File: src/rtl/bat_pkg.sv
// shared types, codes and needle tables for the advertising tracker classifier
// no dependencies; imported by bat_examine, bat_walker and the top level
package bat_pkg;

  localparam int MAX_PACKET_BYTES_DEF = 255;

  typedef logic [7:0] byte_t;
  typedef logic [2:0] kind_t;

  localparam kind_t KIND_UNKNOWN  = 3'd0;
  localparam kind_t KIND_FM       = 3'd1;
  localparam kind_t KIND_FM_LOST  = 3'd2;
  localparam kind_t KIND_TL       = 3'd3;
  localparam kind_t KIND_ST       = 3'd4;
  localparam kind_t KIND_CP       = 3'd5;
  localparam kind_t KIND_FZ       = 3'd6;
  localparam kind_t KIND_SB       = 3'd7;

  // structure types
  localparam byte_t AD_MANUF      = 8'hFF;
  localparam byte_t AD_NAME_SHORT = 8'h08;
  localparam byte_t AD_NAME_FULL  = 8'h09;
  localparam byte_t AD_SVC_DATA16 = 8'h16;
  localparam byte_t AD_SOL_UUID16 = 8'h14;

  // company ids and manufacturer fields
  localparam logic [15:0] CID_FIRST  = 16'h004C;
  localparam logic [15:0] CID_SECOND = 16'h0075;
  localparam byte_t       MFR_OFFLINE_TYPE = 8'h12;
  localparam byte_t       STATUS_LOST_MASK = 8'h04;

  // 16-bit service uuids
  localparam logic [15:0] UUID_TL_A = 16'hFEED;
  localparam logic [15:0] UUID_TL_B = 16'hFEEC;
  localparam logic [15:0] UUID_ST   = 16'hFD5A;
  localparam logic [15:0] UUID_FM_A = 16'hFD44;
  localparam logic [15:0] UUID_FM_B = 16'hFD43;
  localparam logic [15:0] UUID_CP   = 16'hFE33;

  // name needles: entry 0 is the flipper prefix, the rest serial bridges
  localparam int N_PREFIX    = 11;
  localparam int PREFIX_MAXW = 9;
  localparam int PIDX_W      = $clog2(PREFIX_MAXW);

  typedef logic [N_PREFIX-1:0] flags_t;
  localparam flags_t FLAGS_ALL = '1;

  localparam byte_t PREFIX_TEXT [N_PREFIX][PREFIX_MAXW] = '{
    '{"F", "l", "i", "p", "p", "e", "r", 8'h00, 8'h00},
    '{"H", "C", "-", "0", "5", 8'h00, 8'h00, 8'h00, 8'h00},
    '{"H", "C", "-", "0", "6", 8'h00, 8'h00, 8'h00, 8'h00},
    '{"H", "C", "-", "0", "8", 8'h00, 8'h00, 8'h00, 8'h00},
    '{"J", "D", "Y", "-", 8'h00, 8'h00, 8'h00, 8'h00, 8'h00},
    '{"A", "T", "-", "0", "9", 8'h00, 8'h00, 8'h00, 8'h00},
    '{"M", "L", "T", "-", "B", "T", "0", "5", 8'h00},
    '{"F", "C", "D", 8'h00, 8'h00, 8'h00, 8'h00, 8'h00, 8'h00},
    '{"F", "R", "E", "E", "2", "M", "O", "V", "E"},
    '{"B", "T", "0", "5", 8'h00, 8'h00, 8'h00, 8'h00, 8'h00},
    '{"H", "M", "-", "1", "0", 8'h00, 8'h00, 8'h00, 8'h00}
  };

  localparam byte_t PREFIX_LEN [N_PREFIX] = '{
    8'd7, 8'd5, 8'd5, 8'd5, 8'd4, 8'd5, 8'd8, 8'd3, 8'd9, 8'd4, 8'd5
  };

  // completed structure as seen by the examiner
  typedef struct packed {
    byte_t           stype;
    byte_t           plen;
    logic [4:0][7:0] head;
    flags_t          flags;
  } view_t;

  typedef struct packed {
    logic  hit;
    kind_t kind;
  } decision_t;

endpackage

File: src/rtl/bat_examine.sv
// decision logic for one completed advertising structure
// depends on bat_pkg
module bat_examine (
  input  bat_pkg::view_t     view,
  output bat_pkg::decision_t dec
);
  import bat_pkg::*;

  logic [15:0] w;
  byte_t       status;
  logic        sb_hit;

  assign w      = {view.head[1], view.head[0]};
  assign status = (view.plen >= 8'd5) ? view.head[4] : view.head[3];

  always_comb begin
    sb_hit = 1'b0;
    for (int j = 1; j < N_PREFIX; j++) begin
      if (view.flags[j] && view.plen >= PREFIX_LEN[j]) sb_hit = 1'b1;
    end
  end

  always_comb begin
    dec.hit  = 1'b0;
    dec.kind = KIND_UNKNOWN;
    if (view.stype == AD_MANUF) begin
      if (view.plen >= 8'd3) begin
        if (w == CID_FIRST) begin
          dec.hit = 1'b1;
          if (view.plen >= 8'd4 && view.head[2] == MFR_OFFLINE_TYPE) begin
            dec.kind = ((status & STATUS_LOST_MASK) != 8'h00) ? KIND_FM_LOST : KIND_FM;
          end
        end else if (w == CID_SECOND && view.plen >= 8'd4) begin
          dec.hit  = 1'b1;
          dec.kind = KIND_ST;
        end
      end
    end else if (view.stype == AD_NAME_SHORT || view.stype == AD_NAME_FULL) begin
      if (view.plen >= 8'd3) begin
        if (view.flags[0] && view.plen >= PREFIX_LEN[0]) begin
          dec.hit  = 1'b1;
          dec.kind = KIND_FZ;
        end else if (sb_hit) begin
          dec.hit  = 1'b1;
          dec.kind = KIND_SB;
        end
      end
    end else if (view.stype == AD_SVC_DATA16 || view.stype == AD_SOL_UUID16) begin
      if (view.plen >= 8'd2) begin
        if (w == UUID_TL_A || w == UUID_TL_B) begin
          dec.hit  = 1'b1;
          dec.kind = KIND_TL;
        end else if (w == UUID_ST) begin
          dec.hit  = 1'b1;
          dec.kind = KIND_ST;
        end else if (w == UUID_FM_A || w == UUID_FM_B) begin
          dec.hit  = 1'b1;
          dec.kind = KIND_FM;
        end else if (w == UUID_CP) begin
          dec.hit  = 1'b1;
          dec.kind = KIND_CP;
        end
      end
    end
  end

endmodule

File: src/rtl/bat_walker.sv
// structure walker: length/type/payload tracking, head capture, needle flags
// depends on bat_pkg and bat_examine
module bat_walker #(
  parameter int MAX_PACKET_BYTES = bat_pkg::MAX_PACKET_BYTES_DEF
) (
  input  logic           clk,
  input  logic           rst,
  input  logic           step,
  input  bat_pkg::byte_t data_byte,
  input  logic           last,
  output bat_pkg::kind_t result_kind
);
  import bat_pkg::*;

  localparam int PosW = $clog2(MAX_PACKET_BYTES + 1);

  logic [PosW-1:0] pos;
  byte_t           rem;
  byte_t           stype;
  byte_t           plen;
  byte_t           off;
  byte_t           head [5];
  flags_t          flags;
  logic            stopped;
  kind_t           kind;

  logic      walk_en;
  logic      is_type;
  logic      completes;
  flags_t    flags_next;
  view_t     view;
  decision_t dec;

  assign walk_en   = step && (pos < PosW'(MAX_PACKET_BYTES)) && !stopped;
  assign is_type   = ({1'b0, rem} == ({1'b0, plen} + 9'd1));
  // only a payload byte can complete a structure that decides
  assign completes = walk_en && (rem != 8'd0) && !is_type && (rem == 8'd1);

  always_comb begin
    for (int j = 0; j < N_PREFIX; j++) begin
      flags_next[j] = flags[j] &&
        !((off < PREFIX_LEN[j]) && (PREFIX_TEXT[j][off[PIDX_W-1:0]] != data_byte));
    end
  end

  always_comb begin
    view.stype = stype;
    view.plen  = plen;
    view.flags = flags_next;
    for (int i = 0; i < 5; i++) begin
      view.head[i] = (off == 8'(i)) ? data_byte : head[i];
    end
  end

  bat_examine u_examine (
    .view (view),
    .dec  (dec)
  );

  assign result_kind = (completes && dec.hit) ? dec.kind : kind;

  always_ff @(posedge clk) begin
    if (walk_en && rem != 8'd0 && !is_type && off < 8'd5) begin
      head[off[2:0]] <= data_byte;
    end
  end

  always_ff @(posedge clk) begin
    if (rst || (step && last)) begin
      pos     <= '0;
      rem     <= 8'd0;
      stype   <= 8'd0;
      plen    <= 8'd0;
      off     <= 8'd0;
      flags   <= FLAGS_ALL;
      stopped <= 1'b0;
      kind    <= KIND_UNKNOWN;
    end else if (step) begin
      if (pos < PosW'(MAX_PACKET_BYTES)) pos <= pos + PosW'(1);
      if (walk_en) begin
        if (rem == 8'd0) begin
          if (data_byte == 8'd0) begin
            stopped <= 1'b1;
          end else begin
            rem   <= data_byte;
            plen  <= data_byte - 8'd1;
            off   <= 8'd0;
            flags <= FLAGS_ALL;
          end
        end else begin
          rem <= rem - 8'd1;
          if (is_type) begin
            stype <= data_byte;
          end else begin
            flags <= flags_next;
            if (off != 8'hFF) off <= off + 8'd1;
          end
          if (completes && dec.hit) begin
            kind    <= dec.kind;
            stopped <= 1'b1;
          end
        end
      end
    end
  end

endmodule

File: src/rtl/ble_adv_tracker_classifier_top.sv
// top level of the advertising tracker classifier: input register, walker, result register
// depends on bat_pkg and bat_walker
//
// usage
//   input channel: item_valid/item_ready carry one payload word per handshake,
//   data_byte plus last, where last marks the final byte of a packet
//   result channel: result_valid/result_ready carry one kind word per packet,
//   emitted only for the byte flagged last
//   each word is taken into an input register and walked through the structure
//   parser in the following cycle, unless it is a last byte held back by a
//   waiting result; a packet's kind lands in the result register at the edge
//   where its last byte leaves the input register
//   throughput: one byte per cycle, limited by the single walker step and by a
//   last byte held for a waiting result; results may follow back to back
//   stall: while a result waits, non-last bytes keep flowing; a last byte is
//   held in the input register until the result register frees
//   reset: rst (synchronous) empties both registers and clears packet state;
//   item_ready is high from the first cycle after reset
module ble_adv_tracker_classifier_top #(
  parameter int MAX_PACKET_BYTES = bat_pkg::MAX_PACKET_BYTES_DEF
) (
  input  logic           clk,
  input  logic           rst,
  input  logic           item_valid,
  output logic           item_ready,
  input  bat_pkg::byte_t data_byte,
  input  logic           last,
  output logic           result_valid,
  input  logic           result_ready,
  output bat_pkg::kind_t kind
);
  import bat_pkg::*;

  // input register
  logic  in_full;
  byte_t in_byte;
  logic  in_last;

  logic  advance;
  kind_t walk_kind;

  // a last byte may only move on when the result register can take its kind
  assign advance    = in_full && (!in_last || !result_valid || result_ready);
  assign item_ready = !in_full || advance;

  always_ff @(posedge clk) begin
    if (rst) begin
      in_full <= 1'b0;
    end else if (item_ready) begin
      in_full <= item_valid;
    end
  end

  // payload needs no reset
  always_ff @(posedge clk) begin
    if (item_valid && item_ready) begin
      in_byte <= data_byte;
      in_last <= last;
    end
  end

  bat_walker #(
    .MAX_PACKET_BYTES (MAX_PACKET_BYTES)
  ) u_walker (
    .clk         (clk),
    .rst         (rst),
    .step        (advance),
    .data_byte   (in_byte),
    .last        (in_last),
    .result_kind (walk_kind)
  );

  // result register
  always_ff @(posedge clk) begin
    if (rst) begin
      result_valid <= 1'b0;
    end else if (advance && in_last) begin
      result_valid <= 1'b1;
    end else if (result_ready) begin
      result_valid <= 1'b0;
    end
  end

  always_ff @(posedge clk) begin
    if (advance && in_last) kind <= walk_kind;
  end

  // non-last bytes are never held back
  a_body_flows: assert property (@(posedge clk) disable iff (rst)
    in_full && !in_last |-> item_ready)
    else $error("input stalled on a non-last byte");

  // a result only appears after a last byte has been walked
  a_result_cause: assert property (@(posedge clk) disable iff (rst)
    $rose(result_valid) |-> $past(advance && in_last))
    else $error("result raised without a last byte");

  // a pending last byte waits while the result is refused
  a_last_held: assert property (@(posedge clk) disable iff (rst)
    in_full && in_last && result_valid && !result_ready |-> !item_ready && !advance)
    else $error("last byte overran a waiting result");

endmodule
File: config.mk
export PLATFORM = sky130hd
export DESIGN_NAME = ble_adv_tracker_classifier_top
export DESIGN_NICKNAME = d
export VERILOG_FILES = /design/src/rtl/bat_pkg.sv /design/src/rtl/bat_examine.sv /design/src/rtl/bat_walker.sv /design/src/rtl/ble_adv_tracker_classifier_top.sv
export SDC_FILE = /design/constraint.sdc
export NUM_CORES = 1
export LEC_CHECK = 0
export ABC_AREA = 1
export BUFFER_PORTS_ARGS = -buffer_cell sky130_fd_sc_hd__buf_2
export CORE_UTILIZATION = 30
export CTS_CLUSTER_DIAMETER = 30
export DETAILED_ROUTE_END_ITERATION = 8
export HOLD_SLACK_MARGIN = 0.12
export PLACE_DENSITY = 0.52
export SYNTH_ARGS = -nofsm -noshare
export SYNTH_HDL_FRONTEND = slang
export SYNTH_SLANG_ARGS = --single-unit
export TNS_END_PERCENT = 100
File: constraint.sdc
create_clock -name clk -period 2.5 [get_ports clk]
set_input_delay 0.375 -clock clk [delete_from_list [all_inputs] [get_ports clk]]
set_output_delay 0.375 -clock clk [all_outputs]
set_load 0.005 [all_outputs]
# Word-level counts from Yosys, hierarchy flattened
# Memory sizes are Yosys's and may differ from the RTL's.
# Index checks and enable logic that the tools add are counted.
[word_totals]
mem_count = 12
elab_cells = 238
mem_bits_rw = 40
out_inout_bits = 5
input_bits = 13
register_bits = 69
mem_bits_ro = 1408
[mem_list]
columns = ["memory", "words", "word_bits", "rd", "rd_ports_with_merged_regs", "wr", "line", "source"]
rows = [
  ["(no name shown)", 16, 8, 1, 0, 0, "bat_walker.sv:42", "!((off < PREFIX_LEN[j]) && (PREFIX_TEXT[j][off[PIDX_W-1:0]] != data_byte));"],
  ["(no name shown)", 16, 8, 1, 0, 0, "bat_walker.sv:42", ""],
  ["(no name shown)", 16, 8, 1, 0, 0, "bat_walker.sv:42", ""],
  ["(no name shown)", 16, 8, 1, 0, 0, "bat_walker.sv:42", ""],
  ["(no name shown)", 16, 8, 1, 0, 0, "bat_walker.sv:42", ""],
  ["(no name shown)", 16, 8, 1, 0, 0, "bat_walker.sv:42", ""],
  ["+6 memories", "-", "-", "-", "-", "-", "-", ""],
]
[op_classes]
n_reduce_logical = 84
n_lt_le_gt_ge = 15
addsub = 5
n_eq_ne = 35
n_bitwise = 3
muxes = 71
[ops]
columns = ["op", "n"]
rows = [
  ["two-way mux 8 bit", 31],
  ["equality test 16 bit, second input constant", 6],
  ["inequality test 8 bit", 11],
  ["two-way mux 4 bit", 14],
  ["logical AND 1 bit", 45],
  ["two-way mux 11 bit", 3],
  ["equality test 16 x 7 -> 1 bit, second input constant", 2],
  ["equality test 8 x 5 -> 1 bit, second input constant", 3],
  [">= comparator 8 x 3 -> 1 bit, second input constant", 3],
  ["logical NOT 8 bit", 3],
  ["< comparator 8 x 3 -> 1 bit, second input constant", 3],
  ["two-way mux 1 bit", 17],
  ["adder 8 x 1 -> 8 bit, second input constant", 2],
  ["equality test 8 x 1 -> 1 bit, second input constant", 2],
  ["equality test 8 x 2 -> 1 bit, second input constant", 2],
  ["equality test 8 x 4 -> 1 bit, second input constant", 2],
  [">= comparator 8 x 2 -> 1 bit, second input constant", 2],
  [">= comparator 8 x 4 -> 1 bit, second input constant", 2],
  ["logical NOT 1 bit", 16],
  ["< comparator 8 x 4 -> 1 bit, second input constant", 2],
  ["AND reduction 4 bit", 4],
  ["subtractor 8 x 1 -> 8 bit, second input constant", 2],
  ["two-way mux 3 bit", 4],
  ["adder 8 x 1 -> 9 bit, second input constant", 1],
  ["17 further kinds", 31],
]

# Depth between registers and ports, before layout
# Gate-level depths: netlist of the first run.
[logic_depth]
word_depth = 27
ltp_mapped = 24
ltp_nobuf = 23

# Cells and area by module
# From an unflattened synthesis of the first run, not the netlist that was laid out.
[hier_totals]
hier_cells = 1018
hier_area_um2 = 7125.6
[modules_own_cells]
columns = ["mod", "cells_per_inst", "instances", "seq_area_each_um2", "area_each_um2"]
rows = [
  ["bat_walker", 847, 1, 2302.2, 5977.0],
  ["bat_examine", 141, 1, 0.0, 669.4],
  ["ble_adv_tracker_classifier_top", 30, 1, 400.4, 479.2],
]

# Least setup slack after synthesis of the first run
# Ideal clock, no wire load.
[synth_path]
path_type = "register -> register"
from = "reg u_walker.off[0]"
to = "reg kind[0] (data pin)"
arrival_ps = 2516
period_less_slack_ps = 2767
setup_time_ps = 251
n_path_buf = 2
required_time_ps = 2249
path_slack_ps = -267
path_stages_with_launch = 23
path_cell_list = "dfxtp_1 buf_4 clkinv_1 ha_1 nand2_2 inv_4 nand2_2 buf_4 nand2_1 o21ai_2 nand2_1 nor3_2 nand3_1 nand2_1 nand2_1 nand2_1 nand2_1 nor2_1 nand2_2 inv_2 nand2_1 nand2_1 inv_1"
[synth_via]
elab_chain_len = 26
elab_cells_between_ends = 147
cone_classes = "6 x order compare; 24 x eq/ne; 55 x mux; 1 x bitwise; 50 x reduce/logical; 11 x memory"
[synth_lines]
columns = ["element", "line", "source"]
rows = [
  ["from (decl)", "bat_walker.sv:21", "byte_t off;"],
  ["from (signal assigned)", "bat_walker.sv:96", "if (off != 8'hFF) off <= off + 8'd1;"],
  ["inverter 4 -> 5 bit (not written as such)", "bat_walker.sv:42", ""],
  ["memory read (16 x 8 bit)", "-", ""],
  ["two-way mux 8 bit (not written as such) (2 in series)", "bat_walker.sv:42", ""],
  ["inequality test 8 bit", "bat_walker.sv:42", ""],
  ["logical AND 1 bit", "bat_walker.sv:42", ""],
  ["logical NOT 1 bit", "bat_walker.sv:42", ""],
  ["logical AND 1 bit", "bat_walker.sv:41", "flags_next[j] = flags[j] &&"],
  ["logical AND 1 bit", "bat_examine.sv:19", "if (view.flags[j] && view.plen >= PREFIX_LEN[j]) sb_hit = 1'b1;"],
  ["two-way mux 1 bit (10 in series)", "bat_examine.sv:19", ""],
  ["two-way mux 4 bit", "bat_examine.sv:43", "end else if (sb_hit) begin"],
  ["two-way mux 4 bit", "bat_examine.sv:40", "if (view.flags[0] && view.plen >= PREFIX_LEN[0]) begin"],
  ["two-way mux 4 bit", "bat_examine.sv:39", "if (view.plen >= 8'd3) begin"],
  ["two-way mux 4 bit", "bat_examine.sv:38", "end else if (view.stype == AD_NAME_SHORT || view.stype == AD_NAME_FULL) begin"],
  ["two-way mux 4 bit *", "bat_examine.sv:26", "if (view.stype == AD_MANUF) begin"],
  ["logical AND 1 bit", "bat_walker.sv:60", "assign result_kind = (completes && dec.hit) ? dec.kind : kind;"],
  ["two-way mux 3 bit *", "bat_walker.sv:60", ""],
  ["named net u_walker.result_kind[0]", "bat_walker.sv:11", "output bat_pkg::kind_t result_kind"],
  ["to (signal assigned)", "ble_adv_tracker_classifier_top.sv:85", "if (advance && in_last) kind <= walk_kind;"],
  ["to (decl)", "ble_adv_tracker_classifier_top.sv:30", "output bat_pkg::kind_t kind"],
]
# The timed path passes the listed nets; every way through them passes the cells marked *. The select of a mux whose other input is x is not followed.
# A chain may end at the register's enable or synchronous reset.

# Worst setup path after layout of the first run
[layout_path]
from = "reg u_walker.off[1]"
to = "reg kind[0] (data pin)"
# Same word-level chain as after synthesis.

==> summary.txt, run 1 <==
STA
  – Final Hold Fails: 0
  – FMAX: 0.3937 GHz
  – Pin slew with the least headroom to its limit: 978.8 ps
  – Setup ws final: -40.22 ps
  – Slew headroom: 34.15%
  – Slew Viols, Final: 0
  – Unrepaired setup endpoints after global routing: true
  – Final setup violating endpoints: 4
  – Setup Total Neg Slack: -101.3 ps
  – Layout Skew: 11.97 ps
  – Final worst path period share: 101.6%
  – Crit path time final: 2540 ps

Finish
  – Share of cells above drive strength 1: 33.42%
  – # fillers: 2131
  – Post-layout util: 43.75%
  – Fin area: 8966 um^2
  – Area delta synth->final: 40.73%
  – Sequential cell area: 2298 um^2
  – Highest-count cells in the layout ignoring fill and taps: nand2_1, buf_4, inv_1
  – Final #Nets: 1124
  – Multi-input gate area: 4195 um^2
  – Commonest non-fill, non-tap cell in the layout: nand2_1
  – Number of inserted diodes: 0

Clock tree
  – CTS tree: yes
  – Clock Latency Late Sink: 370 ps
  – CTS sink cnt: 95
  – Post-cts hold buffer count: 0
  – CTS Buf Count: 9
  – Longest Clk Path Bufs: 2
  – H-tree level count: 3
  – Clk slew on worst S/H paths: 80 ps
  – CTS Root Cell: clkbuf_16

Detailed routing
  – Detailed-route wire length: 21.46 mm
  – Via density: 4.904
  – Vias: 6708
  – Detail Route Antenna Nets: 0
  – Initial DRC Count: 407
  – Iteration count of the initial detailed-routing pass: 6
  – Drt wl/cell: 15.69 um
  – DRC violations left: 0

Synthesis
  – Yosys top cell by area: dfxtp_1
  – Synth top area share: 17.91%
  – FF+latch count, synth: 95
  – Sequential-to-total area share from yosys stat: 35.82%
  – Syn nets: 977
  – Syn Std Cell Area: 6371 um^2
  – Synth Instances: 946
  – Cell variety after synth: 44
  – Synth area leaders: dfxtp_1, edfxtp_1, nand2_1, nand3_1, nor2_1
  – Syn Area/Cell: 6.735 um^2
  – Synth warn: 0

Die
  – Full die area: 21820 um^2
  – Die Wd: 147.7 um
  – Initial Util: 31.09%
  – Core area: 20490 um^2
  – Core Rows: 52
  – Ports: 18
  – Die Ht: 147.7 um

Worst setup path
  – Crit path max fanout: 6
  – Crit path capture type: register
  – Kind of critical path: reg2reg
  – Crit-path slowest cell: dfxtp_4
  – Crit path buf inv count: 5
  – Reg2reg path depth: 22
  – FF-to-FF setup slack: -40 ps
  – Critical Path AT: 2680 ps
  – Top delay family on crit path: simple AND/OR/NAND/NOR gates
  – Slowest cell delay on critical path: 370 ps
  – Req. time, crit path: 2640 ps
  – Levels on crit path: 22
  – Crit path launch type: register
  – Critical Path Most Common Cell: nand2_1
  – CP Cell Sequence: clkinvlp_4 -> buf_6 -> ha_4 -> nand2_8 -> buf_12 -> nand2_1 -> nand2_1 -> nand3_1 -> nor2_2 -> nand2_1 -> nand2_1 -> nand2_2 -> nand3_4 -> o21bai_4 -> nand3_2 -> nand2_4 -> nand2_4 -> nand2_4 -> inv_4 -> nand2_1 -> nand2_1 -> inv_1

Global route
  – GRT Overall Usage: 20.42%
  – First-pass GRT wire length: 34.02 mm
  – Vias in the first global route: 6440
  – Grt ovf: 0
  – Largest net degree at the start of global routing: 22
  – Initial antenna violation count: 0

Hold path
  – Hold Path Depth: 2
  – Hold WC Path Type: in2reg

Power and ir drop
  – Gate power share: 33.3%
  – Leakage Power: 4.028 nW
  – Switching Fraction: 36.22%
  – Power per cell area: 530.5 nW/um^2
  – Psw: 1.723 mW
  – Worst vdd ir: 0.3121 mV
  – Sequential power share: 36.8%
  – Clock power share: 29.9%
  – Int Power: 3.034 mW

Job
  – MaxCap Viol Count: 0

Outcome
  – Failing checks: negative setup slack
  – Outcome: complete, but fails checks

Place
  – Number of port buffers: 17
  – Cell Area, Placed: 7664 um^2
  – HPWL Detailed: 15.66 mm
  – Final Wtd Congestion: 0.8930
==> cell usage after synthesis <==
| library cell | count |
|---|---|
| nor3_1 | 15 |
| nand2_2 | 7 |
| a211o_1 | 1 |
| clkbuf_1 | 12 |
| nor2_2 | 3 |
| xor2_1 | 21 |
| and3_1 | 1 |
| inv_4 | 1 |
| nand4_1 | 10 |
| ha_1 | 18 |
| a211oi_1 | 14 |
| nor2_4 | 4 |
| inv_2 | 8 |
| o21ai_1 | 5 |
| nand2_4 | 1 |
| o211a_1 | 1 |
| nand3b_1 | 3 |
| o211ai_1 | 3 |
| a21oi_1 | 38 |
| edfxtp_1 | 38 |
| buf_6 | 4 |
| xnor2_1 | 5 |
| nor4_1 | 6 |
| nor2_1 | 113 |
| buf_4 | 4 |
| clkinv_1 | 4 |
| a31oi_1 | 3 |
| nand3_1 | 96 |
| nand3_2 | 1 |
| o21ai_0 | 58 |
| inv_1 | 93 |
| o21bai_1 | 2 |
| buf_1 | 1 |
| nor3_2 | 2 |
| o21ai_2 | 2 |
| a2111o_1 | 1 |
| nand2_1 | 268 |
| dfxtp_1 | 57 |
| a32o_1 | 1 |
| a21oi_2 | 2 |
| a21boi_0 | 1 |
| buf_2 | 14 |
| nor3b_1 | 3 |
| or2_2 | 1 |
==> worst paths after layout <==
| check | from | endpoint |
|---|---|---|
| setup / recovery | u_walker.off[1] | kind[0] |
| hold / removal | rst | in_full |
| setup reg to reg | u_walker.off[1] | kind[0] |
| hold reg to reg | u_walker.pos[4] | u_walker.pos[4] |
==> final cells by class <==
type                    count  share of cell area, %
repair buffers            169                  15.70
clock inverters             7                 0.8094
well taps                 270                  3.768
clock buffers               9                  2.512
flip-flops and latches     95                  25.63
inverters                 106                  4.786
multi-input cells         712                  46.79
==> routing by layer <==
layer	vias to the layer above	global-route usage (%)	share of wire, %
met2	174	32.38	45
met1	3094	26.13	45
met3	51	4.630	5.9
li1	3389	-	-
met5	-	0	0
met4	0	9.948	3.2
==> kinds of logic (layout without fill, tap and decap cells) <==
kind of cell | count (synthesis) | after routing | share of synthesized area [%]
XOR/XNOR | 26 | 26 | 3.574
buffers and inverters | 141 | 291 | 9.328
AO/OA/AOI/OAI | 132 | 132 | 11.76
flip-flops | 95 | 95 | 35.82
AND/OR/NAND/NOR | 534 | 536 | 35.98
adder cells (fa/ha/maj) | 18 | 18 | 3.535
==> state kept, by name (all words and copies together), names as in the netlist <==
name / flops
in_full: 1
kind: 3
u_walker.pos: 8
result_valid: 1
u_walker.head: 26
u_walker.rem: 8
in_byte: 8
u_walker.stopped: 1
in_last: 1
u_walker.off: 8
u_walker.kind: 3
u_walker.stype: 8
u_walker.flags: 11
u_walker.plen: 8
==> metrics by stage <==
stage,total power [mW],std cells,hold WS (ps),setup WS [ps]
2_1_floorplan,2.567,946,439.0,-204.6
3_3_place_gp,3.060,1324,448.0,-354.2
3_5_place_dp,3.062,1324,451.4,-319.9
4_1_cts,4.670,1361,160.5,-62.85
5_1_grt,5.018,1368,160.6,-225.1
6_report,4.757,1368,167.2,-40.22
==> power groups by stage <==
stage,combinational [mW],clock [mW],sequential (mW)
2_1_floorplan,0.794,0,1.77
3_3_place_gp,1.28,0,1.78
3_5_place_dp,1.28,0,1.78
4_1_cts,1.47,1.46,1.74
5_1_grt,1.74,1.52,1.76
6_report,1.59,1.42,1.75
==> repair_timing <==
item | in CTS | in global routing
resized for setup | 107 | 104
setup endpoints to repair | 15 | 45
setup buffers | 20 | 9
pin swaps | 51 | 72
cloned | 3 | 0
Power figures use the tool's default switching activity.
==> inputs of run 2 (changes only) <==
--- a/config.mk
+++ b/config.mk
@@ -10,6 +10,7 @@
 export CORE_UTILIZATION = 30
 export CTS_CLUSTER_DIAMETER = 30
 export DETAILED_ROUTE_END_ITERATION = 8
+export GPL_TIMING_DRIVEN = 0
 export HOLD_SLACK_MARGIN = 0.12
 export PLACE_DENSITY = 0.52
 export SYNTH_ARGS = -nofsm -noshare
==> summary.txt, run 2 (synthesis gave the netlist of run 1 again) <==
Finish
  – Highest-count cells in the layout ignoring fill and taps: nand2_1, nor2_1, nand3_1, inv_1
  – Commonest non-fill, non-tap cell in the layout: nand2_1
  – Final cell count without fillers: 1302
  – Number of inserted diodes: 0
  – Fin area: 8204 um^2
  – Area delta synth->final: 28.77%
  – Final #Nets: 1058
  – Share of cells above drive strength 1: 25.58%
  – # fillers: 2206
  – Max reg flops: 26
  – Post-layout util: 40.03%

Die
  – Full die area: 21820 um^2
  – Initial Util: 31.09%
  – Die Ht: 147.7 um
  – Ports: 18
  – Core Rows: 52
  – Core area: 20490 um^2
  – Die Wd: 147.7 um

STA
  – Layout Skew: 12.10 ps
  – Crit path time final: 2725 ps
  – Final worst path period share: 109.0%
  – Final setup violating endpoints: 32
  – FMAX: 0.3670 GHz
  – Pin slew with the least headroom to its limit: 751.2 ps
  – Final Hold Fails: 0
  – Setup ws final: -224.6 ps
  – Unrepaired setup endpoints after global routing: true
  – Slew headroom: 49.46%
  – Slew Viols, Final: 0

Global route
  – Grt ovf: 0
  – Initial antenna violation count: 0
  – GRT Overall Usage: 19.84%
  – Met3 usage: 4.259%
  – Met1 Track Usage GR: 26.33%
  – Most Crowded Layer GR: met2
  – First-pass GRT wire length: 32.82 mm
  – Largest net degree at the start of global routing: 19
  – Vias in the first global route: 6079
  – M2 GR Usage: 31.06%

Worst setup path
  – Kind of critical path: reg2reg
  – Critical Path Most Common Cell: nand2_2
  – Crit path capture type: register
  – Critical Path AT: 2860 ps
  – Req. time, crit path: 2630 ps
  – Crit path buf inv count: 2
  – Top delay family on crit path: simple AND/OR/NAND/NOR gates
  – Crit-path slowest cell: dfxtp_4
  – CP Cell Sequence: ha_1 -> ha_1 -> nand2_1 -> nand2_1 -> nand2_1 -> nand3_1 -> nor2_1 -> nand3_1 -> nand2_2 -> nand2_2 -> nand2_2 -> nand2_2 -> nand2_2 -> nor2_4 -> nand3_2 -> nand2_2 -> nand2_2 -> nand2_4 -> inv_4 -> nand2_2 -> nand2_2 -> inv_2
  – Reg2reg path depth: 22
  – Crit path launch type: register
  – Levels on crit path: 22
  – Slowest cell delay on critical path: 360 ps
  – Crit path max fanout: 5

Clock tree
  – CTS Buf Count: 9
  – Clk slew on worst S/H paths: 80 ps
  – H-tree level count: 3
  – CTS sink cnt: 95
  – CTS tree: yes
  – CTS Root Cell: clkbuf_16
  – Clock Latency Late Sink: 370 ps
  – Longest Clk Path Bufs: 2
  – Post-cts hold buffer count: 0

Detailed routing
  – Drt wl/cell: 16.32 um
  – Initial DRC Count: 536
  – Via density: 5.035
  – DRC violations left: 0
  – Detail Route Antenna Nets: 0
  – Vias: 6555
  – Iteration count of the initial detailed-routing pass: 5
  – Detailed-route wire length: 21.25 mm

Power and ir drop
  – Sequential power share: 36.9%
  – Int Power: 3.076 mW
  – Power per cell area: 581.3 nW/um^2
  – Gate power share: 29.9%
  – Leakage Power: 3.616 nW
  – Psw: 1.693 mW
  – Worst vdd ir: 0.2981 mV
  – Power Total: 4.769 mW
  – Clock power share: 33.2%
  – Switching Fraction: 35.49%

Place
  – Number of port buffers: 17
  – Dpl cells: 1233
  – HPWL Detailed: 14.61 mm
  – Cell Area, Placed: 6818 um^2
  – Final Wtd Congestion: 0.9165

Job
  – MaxCap Viol Count: 0

Hold path
  – Hold Path Depth: 2
  – Hold WC Path Type: in2reg

Outcome
  – Outcome: complete, but fails checks
  – Failing checks: negative setup slack
run 2: changes by cell type in the layout (fill, tap and decap cells not counted), moves of 7 or more:
cell | previous run | this run
buf_4 | 128 | 52
nand2_1 | 212 | 226
nand3_2 | 22 | 10
clkbuf_1 | 0 | 7
nand3_1 | 72 | 84
nand2_2 | 50 | 43
run 2: metrics by stage:
stage / worst slack, ps / hold WS (ps) / TNS [ps]
after global placement: -1637 / 455.6 / -57700
after detailed placement: -1623 / 456.9 / -55410
after CTS: -235.8 / 164.1 / -1288
final: -224.6 / 170.5 / -2059
after global routing: -340.1 / 168.8 / -6423
after floorplan: -204.6 / 439.0 / -3545
run 2: layout make-up:
class                      instances  area, um^2  area share (%)
timing repair buffer              71       546.8           6.665
inverter                         106       437.9           5.338
buffer                            34       276.5           3.370
tap                              270       337.8           4.118
clock buffer                      10       250.2           3.050
multi-input combinational        710        3968           48.36
sequential                        95        2302           28.06
clock inverter                     6       85.08           1.037
run 2: path summary, 6_finish.rpt:
kind	from	end	slack [ps]
setup / recovery	u_walker.off[0]	kind[2]	-220
hold reg to reg	u_walker.pos[7]	u_walker.pos[7]	470
setup reg to reg	u_walker.off[0]	kind[2]	-220
hold / removal	rst	in_full	170
run 2: power by group through the flow:
| stage | Sequential (mW) | Clock [mW] | Combinational (mW) |
|---|---|---|---|
| after detailed placement | 1.80 | 0 | 1.08 |
| after CTS | 1.76 | 1.61 | 1.28 |
| final | 1.76 | 1.58 | 1.43 |
| after global routing | 1.77 | 1.65 | 1.57 |
| after global placement | 1.80 | 0 | 1.07 |
| after floorplan | 1.77 | 0 | 0.794 |
run 2: timing repair:
action,CTS,global route
endpoints found under the setup margin,75,46
gates resized for setup,95,100
buffers inserted,37,16
cloned,1,1
pin swaps,23,48
run 2: worst register-to-register path, cell delays in order, from the launching register on:
cell and delay [ps]:
dfxtp_4 360, ha_1 280, ha_1 250, nand2_1 130
nand2_1 60, nand2_1 70, nand3_1 70, nor2_1 140
nand3_1 120, nand2_2 120, nand2_2 80, nand2_2 80
nand2_2 50, nand2_2 90, nor2_4 50, nand3_2 70
nand2_2 70, nand2_2 100, nand2_4 80, inv_4 80
nand2_2 40, nand2_2 80, inv_2 30
run 2: per-layer routing:
layer  vias up  part of all wire [%]
li1       3253                     -
met1      3041                    46
met2       205                    45
met3        56                   5.9
met4         0                   2.9
met5         -                     0
==> inputs of run 3 (changes only) <==
--- a/config.mk
+++ b/config.mk
@@ -7,12 +7,14 @@
 export LEC_CHECK = 0
 export ABC_AREA = 1
 export BUFFER_PORTS_ARGS = -buffer_cell sky130_fd_sc_hd__buf_2
+export CELL_PAD_IN_SITES_DETAIL_PLACEMENT = 0
+export CELL_PAD_IN_SITES_GLOBAL_PLACEMENT = 1
 export CORE_UTILIZATION = 30
 export CTS_CLUSTER_DIAMETER = 30
 export DETAILED_ROUTE_END_ITERATION = 8
 export GPL_TIMING_DRIVEN = 0
 export HOLD_SLACK_MARGIN = 0.12
-export PLACE_DENSITY = 0.52
+export PLACE_DENSITY = 0.65
 export SYNTH_ARGS = -nofsm -noshare
 export SYNTH_HDL_FRONTEND = slang
 export SYNTH_SLANG_ARGS = --single-unit
==> summary.txt, run 3 (synthesis gave the netlist of run 1 again) <==
STA
  – Final worst path period share: 107.2%
  – Unrepaired setup endpoints after global routing: true
  – Layout Skew: 13.28 ps
  – Hold slack: 170.6 ps
  – Final setup violating endpoints: 7
  – Final Hold Fails: 0
  – FMAX: 0.3732 GHz
  – Crit path time final: 2679 ps
  – Slew Viols, Final: 0
  – Setup ws final: -179.2 ps
  – Slew headroom: 45.38%
  – Pin slew with the least headroom to its limit: 811.9 ps

Clock tree
  – Clk slew on worst S/H paths: 90 ps
  – Post-cts hold buffer count: 0
  – CTS Buf Count: 9
  – CTS Root Cell: clkbuf_16
  – Clock Latency Late Sink: 370 ps
  – CTS sink cnt: 95
  – H-tree level count: 3
  – Longest Clk Path Bufs: 2
  – CTS tree: yes

Power and ir drop
  – Sequential power share: 37.2%
  – Gate power share: 31.8%
  – Clock power share: 31.0%
  – Worst vdd ir: 0.3007 mV
  – Psw: 1.767 mW
  – Int Power: 2.958 mW
  – Switching Fraction: 37.40%
  – Power per cell area: 567.2 nW/um^2
  – Leakage Power: 3.657 nW

Outcome
  – Failing checks: negative setup slack
  – Outcome: complete, but fails checks

Detailed routing
  – Detailed-route wire length: 22.20 mm
  – Via density: 5.001
  – DRC violations left: 0
  – Vias: 6531
  – Drt wl/cell: 17.00 um
  – Detail Route Antenna Nets: 0
  – Initial DRC Count: 454
  – Iteration count of the initial detailed-routing pass: 5

Hold path
  – Hold Path Depth: 2
  – Hold WC Path Type: in2reg

Worst setup path
  – Kind of critical path: reg2reg
  – Crit path max fanout: 5
  – Req. time, crit path: 2620 ps
  – Crit path capture type: register
  – FF-to-FF setup slack: -180 ps
  – Critical Path AT: 2800 ps
  – Crit path launch type: register
  – Reg2reg path depth: 21

Job
  – MaxCap Viol Count: 0

Die
  – Initial Util: 31.09%
  – Ports: 18
  – Core Rows: 52
  – Die Wd: 147.7 um
  – Full die area: 21820 um^2
  – Core area: 20490 um^2
  – Die Ht: 147.7 um

Finish
  – Highest-count cells in the layout ignoring fill and taps: nand2_1, inv_1, nor2_1
  – Number of inserted diodes: 0
  – # fillers: 2143
  – Final #Nets: 1062
  – Post-layout util: 40.65%
  – Area delta synth->final: 30.77%
  – Share of cells above drive strength 1: 28.47%
  – Max reg flops: 26
  – Final cell count without fillers: 1306
  – Commonest non-fill, non-tap cell in the layout: nand2_1

Global route
  – Grt ovf: 0
  – Largest net degree at the start of global routing: 21
  – GRT Overall Usage: 20.49%
  – First-pass GRT wire length: 33.69 mm
  – Vias in the first global route: 6008
  – Initial antenna violation count: 0

Place
  – Final Wtd Congestion: 0.8534
  – HPWL Detailed: 15.59 mm
  – Dpl cells: 1233
  – DP Worst Slack: -1597 ps
  – Number of port buffers: 17
-- run 3: timing repair --
| action | CTS | global route |
|---|---|---|
| gates resized for setup | 93 | 141 |
| pin swaps | 26 | 58 |
| endpoints found under the setup margin | 75 | 51 |
| hold endpoints to repair | 0 | 0 |
| setup buffers | 30 | 27 |
| cloned | 1 | 2 |
-- run 3: area by class of cell --
class	instances	area, um^2	area share (%)
repair buffers	76	565.5	6.788
inverters	106	445.4	5.346
clock buffers	9	225.2	2.703
plain buffers	33	260.3	3.124
well taps	270	337.8	4.055
flip-flops and latches	95	2305	27.66
clock inverters	7	91.34	1.096
multi-input cells	710	4101	49.23
-- run 3: worst paths after layout --
check	from	end
worst max-delay path	u_walker.off[1]	kind[0]
worst min-delay path	rst	in_full
worst max register to register	u_walker.off[1]	kind[0]
worst min register to register	u_walker.pos[4]	u_walker.pos[4]
-- run 3: worst max-delay path: stages (launching register included) --
cell        delay (ps)
dfxtp_4            370
buf_8              100
clkinvlp_4         140
buf_6              170
ha_4               180
inv_6               80
buf_4              100
o21ai_1             70
nand2_1             80
o21ai_1             80
nor3_2             190
nand2_1             90
nand2_2            120
nand3_2             90
nand3_2             70
nand2_2             70
nand2_2            110
nand2_4             80
inv_4               70
nand2_2             50
nand2_2             70
inv_1               40
-- run 3: power groups by stage --
stage / clock (mW) / sequential, mW / combinational [mW]
global route: 1.56 / 1.77 / 1.64
floorplan: 0 / 1.77 / 0.794
global placement: 0 / 1.80 / 1.10
detailed placement: 0 / 1.80 / 1.10
finish: 1.47 / 1.76 / 1.50
CTS: 1.50 / 1.75 / 1.29
-- run 3: per-stage QoR --
step / instance area [um^2] / total power [mW] / setup TNS, ps
4_1_cts: 7689 / 4.541 / -1314
5_1_grt: 8332 / 4.970 / -2590
3_5_place_dp: 6818 / 2.899 / -57840
6_report: 8332 / 4.725 / -820.7
2_1_floorplan: 6395 / 2.567 / -3545
3_3_place_gp: 6818 / 2.903 / -57460
-- run 3: layer usage --
layer	part of all wire (%)	global-route usage, %	vias to the layer above
li1	-	-	3268
met3	4.6	2.593	41
met2	46	32.88	184
met5	0	0	-
met1	47	28.22	3038
met4	2.6	7.216	0
